## config.mk

```make
export PLATFORM = sky130hd
export DESIGN_NAME = greedy_word_wrap_line_breaker_top_flat
export DESIGN_NICKNAME = d
export VERILOG_FILES = /design/src/hw/rtl/gwwlb_pkg.sv /design/src/hw/rtl/gwwlb_if.sv /design/src/hw/rtl/gwwlb_rem.sv /design/src/hw/rtl/gwwlb_ctrl.sv /design/src/hw/rtl/gwwlb_dp.sv /design/src/hw/rtl/greedy_word_wrap_line_breaker_top.sv /design/src/flat_wrapper.sv
export VERILOG_INCLUDE_DIRS = /design/src /design/src/hw/rtl
export SDC_FILE = /design/constraint.sdc
export NUM_CORES = 1
export LEC_CHECK = 0
export ABC_CLOCK_PERIOD_IN_PS = 5000
export BUFFER_PORTS_ARGS = -buffer_cell sky130_fd_sc_hd__buf_4
export CORE_UTILIZATION = 50
export CTS_BUF_LIST = sky130_fd_sc_hd__clkbuf_16
export CTS_CLUSTER_DIAMETER = 50
export DETAILED_ROUTE_END_ITERATION = 10
export MAX_ROUTING_LAYER = met4
export PLACE_DENSITY = 0.7
export SYNTH_ARGS = -nofsm -noshare
export SYNTH_HDL_FRONTEND = slang
export SYNTH_SLANG_ARGS = --single-unit
```

## constraint.sdc

```tcl
create_clock -name clk -period 5 [get_ports clk]
set_input_delay 0.5 -clock clk [delete_from_list [all_inputs] [get_ports clk]]
set_output_delay 0.5 -clock clk [all_outputs]
set_load 0.005 [all_outputs]
```

## src/hw/rtl/greedy_word_wrap_line_breaker_top_macros.svh

```systemverilog
// assertion macros for the rtl, used by gwwlb_dp
`ifndef GREEDY_WORD_WRAP_LINE_BREAKER_TOP_MACROS_SVH
`define GREEDY_WORD_WRAP_LINE_BREAKER_TOP_MACROS_SVH

// same-cycle implication, clocked on clk, off during reset
`define GWWLB_ASSERT_IMP(label, ante, cons, msg) \
    label: assert property (@(posedge clk) disable iff (!rst_n) (ante) |-> (cons)) \
        else $error(msg);

// next-cycle implication, clocked on clk, off during reset
`define GWWLB_ASSERT_NXT(label, ante, cons, msg) \
    label: assert property (@(posedge clk) disable iff (!rst_n) (ante) |=> (cons)) \
        else $error(msg);

`endif

```

## src/hw/rtl/gwwlb_pkg.sv

```systemverilog
package gwwlb_pkg;

    localparam int OUT_INDEX_W = 16;

    typedef logic [7:0] char_t;
    typedef logic [7:0] col_t;
    typedef logic [6:0] tab_t;
    typedef logic [0:0] cfg_index_t;
    typedef logic [7:0] cfg_data_t;

    localparam char_t CHAR_HTAB    = 8'd9;
    localparam char_t CHAR_NEWLINE = 8'd10;
    localparam char_t CHAR_SPACE   = 8'd32;

    localparam col_t LINE_WIDTH_RESET = 8'd40;
    localparam tab_t TAB_STOP_RESET   = 7'd4;

    localparam cfg_index_t CFG_LINE_WIDTH = 1'd0;
    localparam cfg_index_t CFG_TAB_STOP   = 1'd1;

    typedef enum logic [1:0] {
        KIND_NEWLINE = 2'd0,
        KIND_SOFT    = 2'd1,
        KIND_HARD    = 2'd2
    } kind_t;

    typedef enum logic [1:0] {
        RES_FIT,
        RES_BREAK,
        RES_END
    } step_res_t;

    typedef enum logic [2:0] {
        S_IDLE,
        S_MOD_START,
        S_MOD_WAIT,
        S_TRY,
        S_FLUSH
    } state_t;

    typedef struct packed {
        logic load;
        logic rem_start;
        logic try_step;
        logic flush;
    } dp_cmd_t;

    typedef struct packed {
        logic      in_is_tab;
        logic      is_tab;
        step_res_t res;
        logic      can_push;
        logic      out_free;
        logic      rem_done;
    } dp_stat_t;

endpackage

```

## src/hw/rtl/gwwlb_if.sv

```systemverilog
interface gwwlb_in_if;
    logic                 valid;
    logic                 ready;
    gwwlb_pkg::char_t     character;
    logic                 first_of_text;

    modport source (output valid, output character, output first_of_text, input ready);
    modport sink   (input valid, input character, input first_of_text, output ready);
endinterface

interface gwwlb_out_if;
    logic        valid;
    logic        ready;
    logic [15:0] line_start_index;
    logic [1:0]  break_kind;
    logic        last_of_run;

    modport source (output valid, output line_start_index, output break_kind,
                    output last_of_run, input ready);
    modport sink   (input valid, input line_start_index, input break_kind,
                    input last_of_run, output ready);
endinterface

```

## src/hw/rtl/gwwlb_rem.sv

```systemverilog
module gwwlb_rem (
    input  logic             clk,
    input  logic             rst_n,
    input  logic             start,
    input  gwwlb_pkg::col_t  dividend,
    input  gwwlb_pkg::tab_t  divisor,
    output logic             done,
    output gwwlb_pkg::tab_t  remainder
);
    import gwwlb_pkg::*;

    logic       busy_reg, busy_next;
    logic       done_reg, done_next;
    logic [1:0] cnt_reg, cnt_next;
    col_t       dvd_reg, dvd_next;
    tab_t       r_reg, r_next;
    tab_t       r_mid;

    function automatic tab_t rem_step(tab_t r, logic b, tab_t d);
        logic [7:0] t;
        t = {r, b};
        if (t >= {1'b0, d})
        begin
            rem_step = 7'(t - {1'b0, d});
        end
        else
        begin
            rem_step = t[6:0];
        end
    endfunction

    // two restoring steps per cycle
    always_comb
    begin
        busy_next = busy_reg;
        done_next = 1'b0;
        cnt_next  = cnt_reg;
        dvd_next  = dvd_reg;
        r_next    = r_reg;
        r_mid     = rem_step(r_reg, dvd_reg[7], divisor);
        if (start)
        begin
            busy_next = 1'b1;
            cnt_next  = 2'd0;
            dvd_next  = dividend;
            r_next    = '0;
        end
        else if (busy_reg)
        begin
            r_next   = rem_step(r_mid, dvd_reg[6], divisor);
            dvd_next = {dvd_reg[5:0], 2'b00};
            cnt_next = cnt_reg + 2'd1;
            if (cnt_reg == 2'd3)
            begin
                busy_next = 1'b0;
                done_next = 1'b1;
            end
        end
    end

    always_ff @(posedge clk or negedge rst_n)
    begin
        if (!rst_n)
        begin
            busy_reg <= 1'b0;
            done_reg <= 1'b0;
            cnt_reg  <= 2'd0;
        end
        else
        begin
            busy_reg <= busy_next;
            done_reg <= done_next;
            cnt_reg  <= cnt_next;
        end
    end

    always_ff @(posedge clk)
    begin
        dvd_reg <= dvd_next;
        r_reg   <= r_next;
    end

    assign done      = done_reg;
    assign remainder = r_reg;

endmodule

```

## src/hw/rtl/gwwlb_ctrl.sv

```systemverilog
module gwwlb_ctrl (
    input  logic                clk,
    input  logic                rst_n,
    input  logic                in_valid,
    output logic                in_ready,
    input  gwwlb_pkg::dp_stat_t st,
    output gwwlb_pkg::dp_cmd_t  cmd
);
    import gwwlb_pkg::*;

    state_t state_reg, state_next;

    always_comb
    begin
        state_next = state_reg;
        case (state_reg)
            S_IDLE:
            begin
                if (in_valid)
                begin
                    state_next = st.in_is_tab ? S_MOD_START : S_TRY;
                end
            end
            S_MOD_START:
            begin
                state_next = S_MOD_WAIT;
            end
            S_MOD_WAIT:
            begin
                if (st.rem_done)
                begin
                    state_next = S_TRY;
                end
            end
            S_TRY:
            begin
                if (st.can_push)
                begin
                    case (st.res)
                        RES_FIT:   state_next = S_IDLE;
                        RES_BREAK: state_next = st.is_tab ? S_MOD_START : S_TRY;
                        RES_END:   state_next = S_FLUSH;
                        default:   state_next = S_IDLE;
                    endcase
                end
            end
            S_FLUSH:
            begin
                if (st.out_free)
                begin
                    state_next = S_IDLE;
                end
            end
            default:
            begin
                state_next = S_IDLE;
            end
        endcase
    end

    always_comb
    begin
        in_ready      = 1'b0;
        cmd           = '0;
        case (state_reg)
            S_IDLE:
            begin
                in_ready = 1'b1;
                cmd.load = in_valid;
            end
            S_MOD_START:
            begin
                cmd.rem_start = 1'b1;
            end
            S_MOD_WAIT:
            begin
                cmd = '0;
            end
            S_TRY:
            begin
                cmd.try_step = st.can_push;
            end
            S_FLUSH:
            begin
                cmd.flush = st.out_free;
            end
            default:
            begin
                cmd = '0;
            end
        endcase
    end

    always_ff @(posedge clk or negedge rst_n)
    begin
        if (!rst_n)
        begin
            state_reg <= S_IDLE;
        end
        else
        begin
            state_reg <= state_next;
        end
    end

endmodule

```

## src/hw/rtl/gwwlb_dp.sv

```systemverilog
`include "greedy_word_wrap_line_breaker_top_macros.svh"

module gwwlb_dp #(
    parameter int INDEX_BITS = 16
) (
    input  logic                  clk,
    input  logic                  rst_n,
    input  logic                  cfg_we,
    input  gwwlb_pkg::cfg_index_t cfg_index,
    input  gwwlb_pkg::cfg_data_t  cfg_wdata,
    input  gwwlb_pkg::char_t      in_character,
    input  logic                  in_first,
    input  logic                  out_ready,
    output logic                  out_valid,
    output logic [15:0]           out_index,
    output logic [1:0]            out_kind,
    output logic                  out_last,
    input  gwwlb_pkg::dp_cmd_t    cmd,
    output gwwlb_pkg::dp_stat_t   st
);
    import gwwlb_pkg::*;

    typedef logic [INDEX_BITS-1:0] idx_t;

    col_t  lw_reg;
    tab_t  ts_reg;

    idx_t  pos_reg, pos_next;
    idx_t  line_reg, line_next;
    col_t  col_reg, col_next;
    idx_t  cand_reg, cand_next;
    logic  cv_reg, cv_next;
    char_t ch_reg, ch_next;
    logic  pend_valid_reg, pend_valid_next;
    idx_t  pend_idx_reg, pend_idx_next;
    kind_t pend_kind_reg, pend_kind_next;
    logic  out_valid_reg, out_valid_next;
    logic [15:0] out_idx_reg, out_idx_next;
    kind_t out_kind_reg, out_kind_next;
    logic  out_last_reg, out_last_next;

    idx_t      idx_p1;
    idx_t      cand_dist;
    tab_t      stop;
    tab_t      rem_val;
    logic      rem_done;
    logic      is_nl, is_tab, is_ws;
    col_t      w;
    logic [8:0] sum;
    logic      fits, soft_ok, hard_ok;
    step_res_t res;
    logic      out_free;
    logic      push, push_last;

    gwwlb_rem u_rem (
        .clk       (clk),
        .rst_n     (rst_n),
        .start     (cmd.rem_start),
        .dividend  (col_reg),
        .divisor   (stop),
        .done      (rem_done),
        .remainder (rem_val)
    );

    always_comb
    begin
        idx_p1    = pos_reg + 1'b1;
        cand_dist = pos_reg - cand_reg;
        stop      = (ts_reg == '0) ? 7'd1 : ts_reg;
        is_nl     = (ch_reg == CHAR_NEWLINE);
        is_tab    = (ch_reg == CHAR_HTAB);
        is_ws     = is_tab || (ch_reg == CHAR_SPACE);
        w         = is_tab ? (8'(stop) - 8'(rem_val)) : 8'd1;
        sum       = 9'(col_reg) + 9'(w);
        fits      = (sum <= 9'(lw_reg));
        soft_ok   = cv_reg && (cand_reg != line_reg);
        hard_ok   = (pos_reg != line_reg);
        if (is_nl)
        begin
            res = RES_END;
        end
        else if (fits)
        begin
            res = RES_FIT;
        end
        else if (soft_ok || hard_ok)
        begin
            res = RES_BREAK;
        end
        else
        begin
            res = RES_END;
        end
        out_free  = !out_valid_reg || out_ready;
        push      = cmd.flush || (cmd.try_step && pend_valid_reg && !is_nl);
        push_last = cmd.flush || (cmd.try_step && fits && !is_nl);
    end

    always_comb
    begin
        st.in_is_tab = (in_character == CHAR_HTAB);
        st.is_tab    = is_tab;
        st.res       = res;
        st.can_push  = !pend_valid_reg || out_free;
        st.out_free  = out_free;
        st.rem_done  = rem_done;
    end

    always_comb
    begin
        pos_next        = pos_reg;
        line_next       = line_reg;
        col_next        = col_reg;
        cand_next       = cand_reg;
        cv_next         = cv_reg;
        ch_next         = ch_reg;
        pend_valid_next = pend_valid_reg;
        pend_idx_next   = pend_idx_reg;
        pend_kind_next  = pend_kind_reg;

        if (cmd.load)
        begin
            ch_next = in_character;
            if (in_first)
            begin
                pos_next  = '0;
                line_next = '0;
                col_next  = '0;
                cand_next = '0;
                cv_next   = 1'b0;
            end
        end

        if (cmd.try_step)
        begin
            if (is_nl)
            begin
                pend_valid_next = 1'b1;
                pend_idx_next   = idx_p1;
                pend_kind_next  = KIND_NEWLINE;
                line_next       = idx_p1;
                col_next        = '0;
                cand_next       = '0;
                cv_next         = 1'b0;
            end
            else if (fits)
            begin
                col_next        = sum[7:0];
                pend_valid_next = 1'b0;
                pos_next        = idx_p1;
                if (is_ws)
                begin
                    cand_next = idx_p1;
                    cv_next   = 1'b1;
                end
            end
            else if (soft_ok)
            begin
                pend_valid_next = 1'b1;
                pend_idx_next   = cand_reg;
                pend_kind_next  = KIND_SOFT;
                line_next       = cand_reg;
                col_next        = cand_dist[7:0];
                cand_next       = '0;
                cv_next         = 1'b0;
            end
            else if (hard_ok)
            begin
                pend_valid_next = 1'b1;
                pend_idx_next   = pos_reg;
                pend_kind_next  = KIND_HARD;
                line_next       = pos_reg;
                col_next        = '0;
                cand_next       = '0;
                cv_next         = 1'b0;
            end
            else
            begin
                pend_valid_next = 1'b1;
                pend_idx_next   = idx_p1;
                pend_kind_next  = KIND_HARD;
                line_next       = idx_p1;
                col_next        = '0;
                cand_next       = '0;
                cv_next         = 1'b0;
            end
        end

        if (cmd.flush)
        begin
            pend_valid_next = 1'b0;
            pos_next        = idx_p1;
        end
    end

    always_comb
    begin
        out_valid_next = out_valid_reg;
        out_idx_next   = out_idx_reg;
        out_kind_next  = out_kind_reg;
        out_last_next  = out_last_reg;
        if (push)
        begin
            out_valid_next = 1'b1;
            out_idx_next   = 16'(pend_idx_reg);
            out_kind_next  = pend_kind_reg;
            out_last_next  = push_last;
        end
        else if (out_ready)
        begin
            out_valid_next = 1'b0;
        end
    end

    always_ff @(posedge clk or negedge rst_n)
    begin
        if (!rst_n)
        begin
            lw_reg         <= LINE_WIDTH_RESET;
            ts_reg         <= TAB_STOP_RESET;
            pos_reg        <= '0;
            line_reg       <= '0;
            col_reg        <= '0;
            cand_reg       <= '0;
            cv_reg         <= 1'b0;
            pend_valid_reg <= 1'b0;
            out_valid_reg  <= 1'b0;
        end
        else
        begin
            if (cfg_we)
            begin
                case (cfg_index)
                    CFG_LINE_WIDTH: lw_reg <= cfg_wdata;
                    CFG_TAB_STOP:   ts_reg <= cfg_wdata[6:0];
                    default:        lw_reg <= lw_reg;
                endcase
            end
            pos_reg        <= pos_next;
            line_reg       <= line_next;
            col_reg        <= col_next;
            cand_reg       <= cand_next;
            cv_reg         <= cv_next;
            pend_valid_reg <= pend_valid_next;
            out_valid_reg  <= out_valid_next;
        end
    end

    always_ff @(posedge clk)
    begin
        ch_reg        <= ch_next;
        pend_idx_reg  <= pend_idx_next;
        pend_kind_reg <= pend_kind_next;
        out_idx_reg   <= out_idx_next;
        out_kind_reg  <= out_kind_next;
        out_last_reg  <= out_last_next;
    end

    assign out_valid = out_valid_reg;
    assign out_index = out_idx_reg;
    assign out_kind  = out_kind_reg;
    assign out_last  = out_last_reg;

    `GWWLB_ASSERT_IMP(a_push_free, push, !out_valid_reg || out_ready, "push into full output")
    `GWWLB_ASSERT_IMP(a_load_clean, cmd.load, !pend_valid_reg, "new char with held break")
    `GWWLB_ASSERT_IMP(a_flush_pend, cmd.flush, pend_valid_reg, "flush without held break")
    `GWWLB_ASSERT_NXT(a_first_rst, cmd.load && in_first, pos_reg == '0, "restart not applied")

endmodule

```

## src/hw/rtl/greedy_word_wrap_line_breaker_top.sv

```systemverilog
// channel   dir   payload                                           handshake
// in_ch     in    character[7:0], first_of_text                     valid/ready
// out_ch    out   line_start_index[15:0], break_kind[1:0], last_of_run  valid/ready
// cfg       in    cfg_index[0], cfg_wdata[7:0]                      cfg_we
//
// a plain char is accepted, then takes one fit/break step per try
// a tab runs the 2-bit-per-cycle column remainder unit before each try
// each break adds a try (up to 3); newline and lone breaks add a flush
// output is a single register; a held break waits for it, stalling the sequencer
// rst_n clears all line state and loads width 40, tab stop 4
module greedy_word_wrap_line_breaker_top #(
    parameter int INDEX_BITS = 16
) (
    input  logic                  clk,
    input  logic                  rst_n,
    gwwlb_in_if.sink              in_ch,
    gwwlb_out_if.source           out_ch,
    input  logic                  cfg_we,
    input  gwwlb_pkg::cfg_index_t cfg_index,
    input  gwwlb_pkg::cfg_data_t  cfg_wdata
);
    import gwwlb_pkg::*;

    dp_cmd_t  cmd;
    dp_stat_t st;
    logic     in_ready;
    logic     out_valid;
    logic [15:0] out_index;
    logic [1:0]  out_kind;
    logic     out_last;

    gwwlb_ctrl u_ctrl (
        .clk      (clk),
        .rst_n    (rst_n),
        .in_valid (in_ch.valid),
        .in_ready (in_ready),
        .st       (st),
        .cmd      (cmd)
    );

    gwwlb_dp #(
        .INDEX_BITS (INDEX_BITS)
    ) u_dp (
        .clk          (clk),
        .rst_n        (rst_n),
        .cfg_we       (cfg_we),
        .cfg_index    (cfg_index),
        .cfg_wdata    (cfg_wdata),
        .in_character (in_ch.character),
        .in_first     (in_ch.first_of_text),
        .out_ready    (out_ch.ready),
        .out_valid    (out_valid),
        .out_index    (out_index),
        .out_kind     (out_kind),
        .out_last     (out_last),
        .cmd          (cmd),
        .st           (st)
    );

    assign in_ch.ready             = in_ready;
    assign out_ch.valid            = out_valid;
    assign out_ch.line_start_index = out_index;
    assign out_ch.break_kind       = out_kind;
    assign out_ch.last_of_run      = out_last;

endmodule

```

## src/flat_wrapper.sv

```systemverilog
// flat-port wrapper written by rule: the top's interface ports become plain ports
module greedy_word_wrap_line_breaker_top_flat import gwwlb_pkg::*;
#(
    parameter int INDEX_BITS = 16
)
  (clk, rst_n, cfg_we, cfg_index, cfg_wdata, in_ch_valid, in_ch_character, in_ch_first_of_text, in_ch_ready, out_ch_valid, out_ch_line_start_index, out_ch_break_kind, out_ch_last_of_run, out_ch_ready);
  gwwlb_in_if in_ch_i ();
  gwwlb_out_if out_ch_i ();
  input  logic clk;
  input  logic rst_n;
  input  logic cfg_we;
  input  gwwlb_pkg::cfg_index_t cfg_index;
  input  gwwlb_pkg::cfg_data_t cfg_wdata;
  input wire logic [$bits(in_ch_i.valid)-1:0] in_ch_valid;
  input wire logic [$bits(in_ch_i.character)-1:0] in_ch_character;
  input wire logic [$bits(in_ch_i.first_of_text)-1:0] in_ch_first_of_text;
  output wire logic [$bits(in_ch_i.ready)-1:0] in_ch_ready;
  output wire logic [$bits(out_ch_i.valid)-1:0] out_ch_valid;
  output wire logic [$bits(out_ch_i.line_start_index)-1:0] out_ch_line_start_index;
  output wire logic [$bits(out_ch_i.break_kind)-1:0] out_ch_break_kind;
  output wire logic [$bits(out_ch_i.last_of_run)-1:0] out_ch_last_of_run;
  input wire logic [$bits(out_ch_i.ready)-1:0] out_ch_ready;
  assign in_ch_i.valid = in_ch_valid;
  assign in_ch_i.character = in_ch_character;
  assign in_ch_i.first_of_text = in_ch_first_of_text;
  assign in_ch_ready = in_ch_i.ready;
  assign out_ch_valid = out_ch_i.valid;
  assign out_ch_line_start_index = out_ch_i.line_start_index;
  assign out_ch_break_kind = out_ch_i.break_kind;
  assign out_ch_last_of_run = out_ch_i.last_of_run;
  assign out_ch_i.ready = out_ch_ready;
  greedy_word_wrap_line_breaker_top #(.INDEX_BITS(INDEX_BITS)) u_core (.clk(clk), .rst_n(rst_n), .in_ch(in_ch_i), .out_ch(out_ch_i), .cfg_we(cfg_we), .cfg_index(cfg_index), .cfg_wdata(cfg_wdata));
endmodule
```

### Yosys cells after proc, flatten, opt, wreduce, memory -nomap -nowiden

Index checks and enable logic that the tools add are counted.

| operators by class | value |
|---|---|
| add/sub/neg operators | 7 |
| $lt $le $gt $ge | 3 |
| eq/ne operators | 18 |
| muxes and demuxes | 71 |
| bitwise logic cells | 1 |
| reduce and logical (&&, ||, !) cells | 26 |

Operators by type and width:

| kind | count |
|---|---|
| $mux W16 | 21 |
| $mux W8 | 9 |
| $ne A16 B16 Y1 | 2 |
| $eq A8 B4 Y1 const B | 3 |
| $mux W1 | 23 |
| $mux W7 | 3 |
| $mux W2 | 9 |
| $add A16 B1 Y16 const B | 1 |
| $ge A8 B7 Y1 | 2 |
| $pmux W3 S5 | 1 |
| $sub A7 B7 Y7 | 2 |
| $mux W3 | 4 |
| $ne A2 B2 Y1 const B | 5 |
| $reduce_bool A2 Y1 | 5 |
| $add A8 B8 Y9 | 1 |
| $le A9 B8 Y1 | 1 |
| $eq A8 B6 Y1 const B | 1 |
| $reduce_and A2 Y1 | 4 |
| $sub A7 B7 Y8 | 1 |
| $sub A8 B8 Y8 | 1 |
| $logic_not A7 Y1 | 1 |
| $eq A3 B2 Y1 const B | 2 |
| $logic_or A1 B1 Y1 | 6 |
| $pmux W3 S2 | 1 |
| 10 further kinds | 17 |

| storage, ports and cells | value |
|---|---|
| bits in registers | 141 |
| input bits | 23 |
| output and inout bits | 21 |
| word-level logic and storage cells | 147 |

### Logic depth before layout (Yosys ltp)

| logic depth | value |
|---|---|
| word-level depth | 12 |
| depth in mapped cells | 26 |
| depth with buffers taken out | 24 |

### Cells and area by module

A second synthesis with hierarchy kept.

| unflattened totals | value |
|---|---|
| cells, all modules | 883 |
| area, all modules | 8719.6 µm² |

Modules (own cells, without submodules):

| module | instances | cells an instance | area each (µm²) | sequential area each (µm²) |
|---|---|---|---|---|
| gwwlb_dp | 1 | 706 | 6974.2 | 3206.8 |
| gwwlb_rem | 1 | 153 | 1512.7 | 480.5 |
| gwwlb_ctrl | 1 | 24 | 232.7 | 75.1 |

### Least setup slack after synthesis

No wires, ideal clock.

| timing | value |
|---|---|
| path type | register to register |
| from | register u_core.u_dp.ts_reg[1] |
| to | register u_core.u_dp.line_reg[10] |
| setup time | 0.122 ns |
| arrival time | 4.538 ns |
| data required time | 4.878 ns |
| path slack | 0.341 ns |
| cell stages (with the launch flop) | 26 |
| path buffers | 2 |
| clock period less this slack | 4.659 ns |
| cells stage by stage | dfrtp_1 nor2_1 a31o_2 inv_1 ha_1 fa_1 nor2b_1 o21ai_0 nand2b_1 a21o_1 a21oi_1 xor2_1 nor2_1 ha_1 nor4_1 nor3_1 xor2_1 ha_1 nand4_1 or2_2 o211ai_1 and3_1 clkbuf_1 clkbuf_1 o21ai_0 a32o_1 |

| between the ends | value |
|---|---|
| longest elaborated chain between the ends | 9 |

RTL lines:

| item | RTL line | RTL |
|---|---|---|
| from (decl) | gwwlb_dp.sv:26 | `tab_t ts_reg;` |
| from (signal assigned) | gwwlb_dp.sv:235 | `CFG_TAB_STOP: ts_reg <= cfg_wdata[6:0];` |
| $logic_not A7 Y1 | gwwlb_dp.sv:69 | `stop = (ts_reg == '0) ? 7'd1 : ts_reg;` |
| $mux W7 * | gwwlb_dp.sv:69 |  |
| $sub A7 B7 Y8 * | gwwlb_dp.sv:73 | `w = is_tab ? (8'(stop) - 8'(rem_val)) : 8'd1;` |
| $mux W8 * | gwwlb_dp.sv:73 |  |
| $add A8 B8 Y9 * | gwwlb_dp.sv:74 | `sum = 9'(col_reg) + 9'(w);` |
| $le A9 B8 Y1 * | gwwlb_dp.sv:75 | `fits = (sum <= 9'(lw_reg));` |
| $mux W16 * | gwwlb_dp.sv:146 | `else if (fits)` |
| $mux W16 * | gwwlb_dp.sv:136 | `if (is_nl)` |
| $mux W16 * | gwwlb_dp.sv:134 | `if (cmd.try_step)` |
| net u_core.u_dp.line_next[10] | gwwlb_dp.sv:29 | `idx_t line_reg, line_next;` |
| to (signal assigned) | gwwlb_dp.sv:240 | `line_reg <= line_next;` |
| to (decl) | gwwlb_dp.sv:29 |  |

Mark *: on every way through the listed nets, which the timed path passes. The rest lies on a longest branch.
A chain may end at the register's enable or synchronous reset.

### Worst setup path in the final report

| timing | value |
|---|---|
| from | register u_core.u_dp.ts_reg[2] |
| to | register u_core.u_dp.pos_reg[4] |

| between the ends | value |
|---|---|
| longest elaborated chain between the ends | 10 |

RTL lines:

| item | RTL line | RTL |
|---|---|---|
| $logic_not A7 Y1 | gwwlb_dp.sv:69 |  |
| $mux W7 * | gwwlb_dp.sv:69 |  |
| $sub A7 B7 Y8 * | gwwlb_dp.sv:73 |  |
| $mux W8 * | gwwlb_dp.sv:73 |  |
| $add A8 B8 Y9 * | gwwlb_dp.sv:74 |  |
| $le A9 B8 Y1 * | gwwlb_dp.sv:75 |  |
| $mux W16 * | gwwlb_dp.sv:146 |  |
| $mux W16 * | gwwlb_dp.sv:136 |  |
| $mux W16 * | gwwlb_dp.sv:134 |  |
| $mux W16 * | gwwlb_dp.sv:189 | `if (cmd.flush)` |
| net u_core.u_dp.pos_next[4] | gwwlb_dp.sv:28 | `idx_t pos_reg, pos_next;` |
| to (signal assigned) | gwwlb_dp.sv:239 | `pos_reg <= pos_next;` |
| to (decl) | gwwlb_dp.sv:28 |  |

Marks and branches as above.

==> results.cfg <==
[run_status]
outcome = finished, final reports clean

[die]
io_pins = 44
core_um2 = 16100
die_y_um = 131
start_util_pct = 51.9
die-area_um2 = 17200
die_w_um = 131
std_cell_rows = 46

[clock_tree]
path_clk_slew_ns = 0.06
htreeDepth = 4
cts_tree = yes
clock_path_buffers = 2
cts_root_buf = clkbuf_16
clkSinkCount = 141
cts_buffers = 17
clk_latency_ns = 0.43

[synth]
synth.avg_cell_area_um2 = 9.98
yosys_warnings = 0
yosysMostFrequentCell = dfrtp_1
ys_seq_area_share_pct = 45.0
synthTopCellsByArea = dfrtp_1 23%, edfxtp_1 19%, ha_1 7.0%
synth_top_area_share_pct = 23.4
syn_inst = 837
synth_cell_type_count = 70
ys.flop_type = dfrtp_1
syn_nets = 912
ys_ff_latch = 141
yosys.area.top_type = dfrtp_1
synth-async-reset-ratio_pct = 57.4
syn_area_um2 = 8360
synth-edff-count = 53
synth_common_cells = 78 x dfrtp_1, 70 x nand2_1, 68 x o21ai_0, 53 x edfxtp_1, 53 x inv_1

[worst_setup_path]
critPathKind = reg -> reg
startpoint = u_core.u_dp.ts_reg[2]
required_ns = 5.29
cp_max_fo = 8
ff2ff_path_depth = 24
crit_arrival_ns = 5.11
worstSetupStartpointType = flop
cp-end-kind = flop
r2r_start = u_core.u_dp.ts_reg[2]

[cells_and_area]
fin_util_pct = 61.1
stdcell_area_um2 = 9850
fin_nets = 966
areaGrowthSynthToFinish_pct = 17.8
nFillCells = 1357
drive_above_1_share_pct = 19.0
n_antenna_cell = 0

[grt]
gr-usage-all-layers_pct = 26.2
grt_pass1_vias = 6413
antenna_found_initial = 0
grt_pass1_wl_um = 34300
grt_overflow_total = 0
grt_start_max_net_pins = 59

[timing]
timing.hold.ws_ns = 0.254
maxSlewViolCount = 0
finalWorstSetupSlack_ns = 0.180
period_needed_ns = 4.82
tightestPinTransition_ns = 0.994
grt_setup_unrepaired = yes
fin_worst_skew_ns = 0.00889
fin_crit_sh_pct = 96.4
clock.fmax_ghz = 0.207
relSlewSlack_pct = 33.7
setup_viol = 0
hold_viol = 0

[power]
peakVddDrop_uv = 270
leakage_nw = 4.15
p_per_area_nw_per_um2 = 288

[detailed_routing]
firstDrtPassIters = 6
post-route-drc-count = 0
wl_um = 21600
routed-via-count = 6704
drt-wirelength-per-cell_um = 19.3
vias_per_cell = 5.99
ant_nets = 0
drtIter0Drc = 677

[place]
gp_congestion = 0.867
dpl.hpwl_um = 15000
io_buffers = 43
place_ws_ns = -0.0305
placed_cell_area_um2 = 9000

[min_path]
hp-start = in_ch_character[6]
hold_class = in -> reg
hold_path_depth = 1

[flow_run]
maxCapViolations = 0
## stage by stage
stage | cells | TNS (ns) | power (W)
after global routing | 1120 | -1.18 | 0.00295
after detailed placement | 1076 | -0.0398 | 0.00161
after global placement | 1076 | 0 | 0.00160
after CTS | 1109 | 0 | 0.00283
final | 1120 | 0 | 0.00284
after floorplan | 837 | 0 | 0.00150
## logic make-up (layout without fill, tap and decap cells)
family | after synthesis | count (layout) | share of synthesized area (%)
and+or+nand+nor | 232 | 232 | 13.7
muxes | 27 | 27 | 3.50
xor gates and xnor gates | 67 | 67 | 7.02
AOI/OAI and AO/OA | 219 | 219 | 17.7
adders and majority gates | 52 | 52 | 8.23
buffers and inverters | 99 | 166 | 4.84
DFF | 141 | 141 | 45.0
## repair_timing
action                                  in CTS  in global routing
resized for setup                            2                 42
cloned                                       0                  1
setup buffers                                0                 10
hold buffers                                 1                  0
hold endpoints to repair                    20                  0
pin swaps                                    0                 30
endpoints found under the setup margin      12                 84
## critical path, cell delays in order, from the launching register on
cell,delay [ns]
dfstp_2,0.53
nor2_1,0.04
a31o_2,0.26
inv_2,0.07
ha_4,0.14
nor2b_1,0.04
o21ai_0,0.16
nand2b_1,0.11
xnor2_1,0.14
nor2_1,0.06
ha_1,0.23
nor2_1,0.33
a21oi_2,0.14
nor4_2,0.33
nor3_2,0.07
xor2_1,0.19
ha_1,0.34
nand4_1,0.11
or2_4,0.26
o211ai_1,0.14
nand3_2,0.24
o22ai_4,0.32
nand2b_4,0.19
buf_6,0.15
a31oi_1,0.08
## power by group
part | switching [W] | internal [W] | leakage, nW
Clock | 0.000568 | 0.000661 | 0.276
Sequential | 0.00000840 | 0.00121 | 1.58
Combinational | 0.000209 | 0.000178 | 2.29
## path summary, 6_finish.rpt
kind | slack (ns) | endpoint
setup / recovery | 0.18 | u_core.u_dp.pos_reg[4]
hold / removal | 0.25 | u_core.u_dp.ch_reg[6]
setup reg to reg | 0.18 | u_core.u_dp.pos_reg[4]
hold reg to reg | 0.42 | u_core.u_dp.out_index[9]
max in group asynchronous | 3.37 | u_core.u_dp.line_reg[3]
min in group asynchronous | 0.51 | u_core.u_dp.ts_reg[3]
## cell usage in the layout, fill, tap and decap left out, types with 14 or more instances in the layout
| master | count |
|---|---|
| inv_1 | 52 |
| a21oi_1 | 31 |
| nand2_1 | 70 |
| o21ai_0 | 64 |
| clkbuf_16 | 18 |
| dfrtp_1 | 78 |
| xnor2_1 | 43 |
| mux2_2 | 18 |
| edfxtp_1 | 53 |
| nor2_1 | 48 |
| a31oi_1 | 15 |
| ha_1 | 45 |
| xor2_1 | 24 |
| buf_4 | 70 |
| nand2b_1 | 14 |
## routing by layer
layer  GRT usage (%)  wire length, µm
met1            38.5            10100
met2            36.5             9320
met3            4.86             1850
met4            8.33              329
met5               -                0
## area by class of cell
class	count	area, µm²	area share, %
sequential	141	3760	38.2
tap	216	270	2.74
clock inverter	15	138	1.40
inverter	54	205	2.08
multi-input combinational	597	4350	44.2
clock buffer	17	425	4.32
timing repair buffer	80	698	7.09
Note: power is estimated with default switching activity, not from simulation.
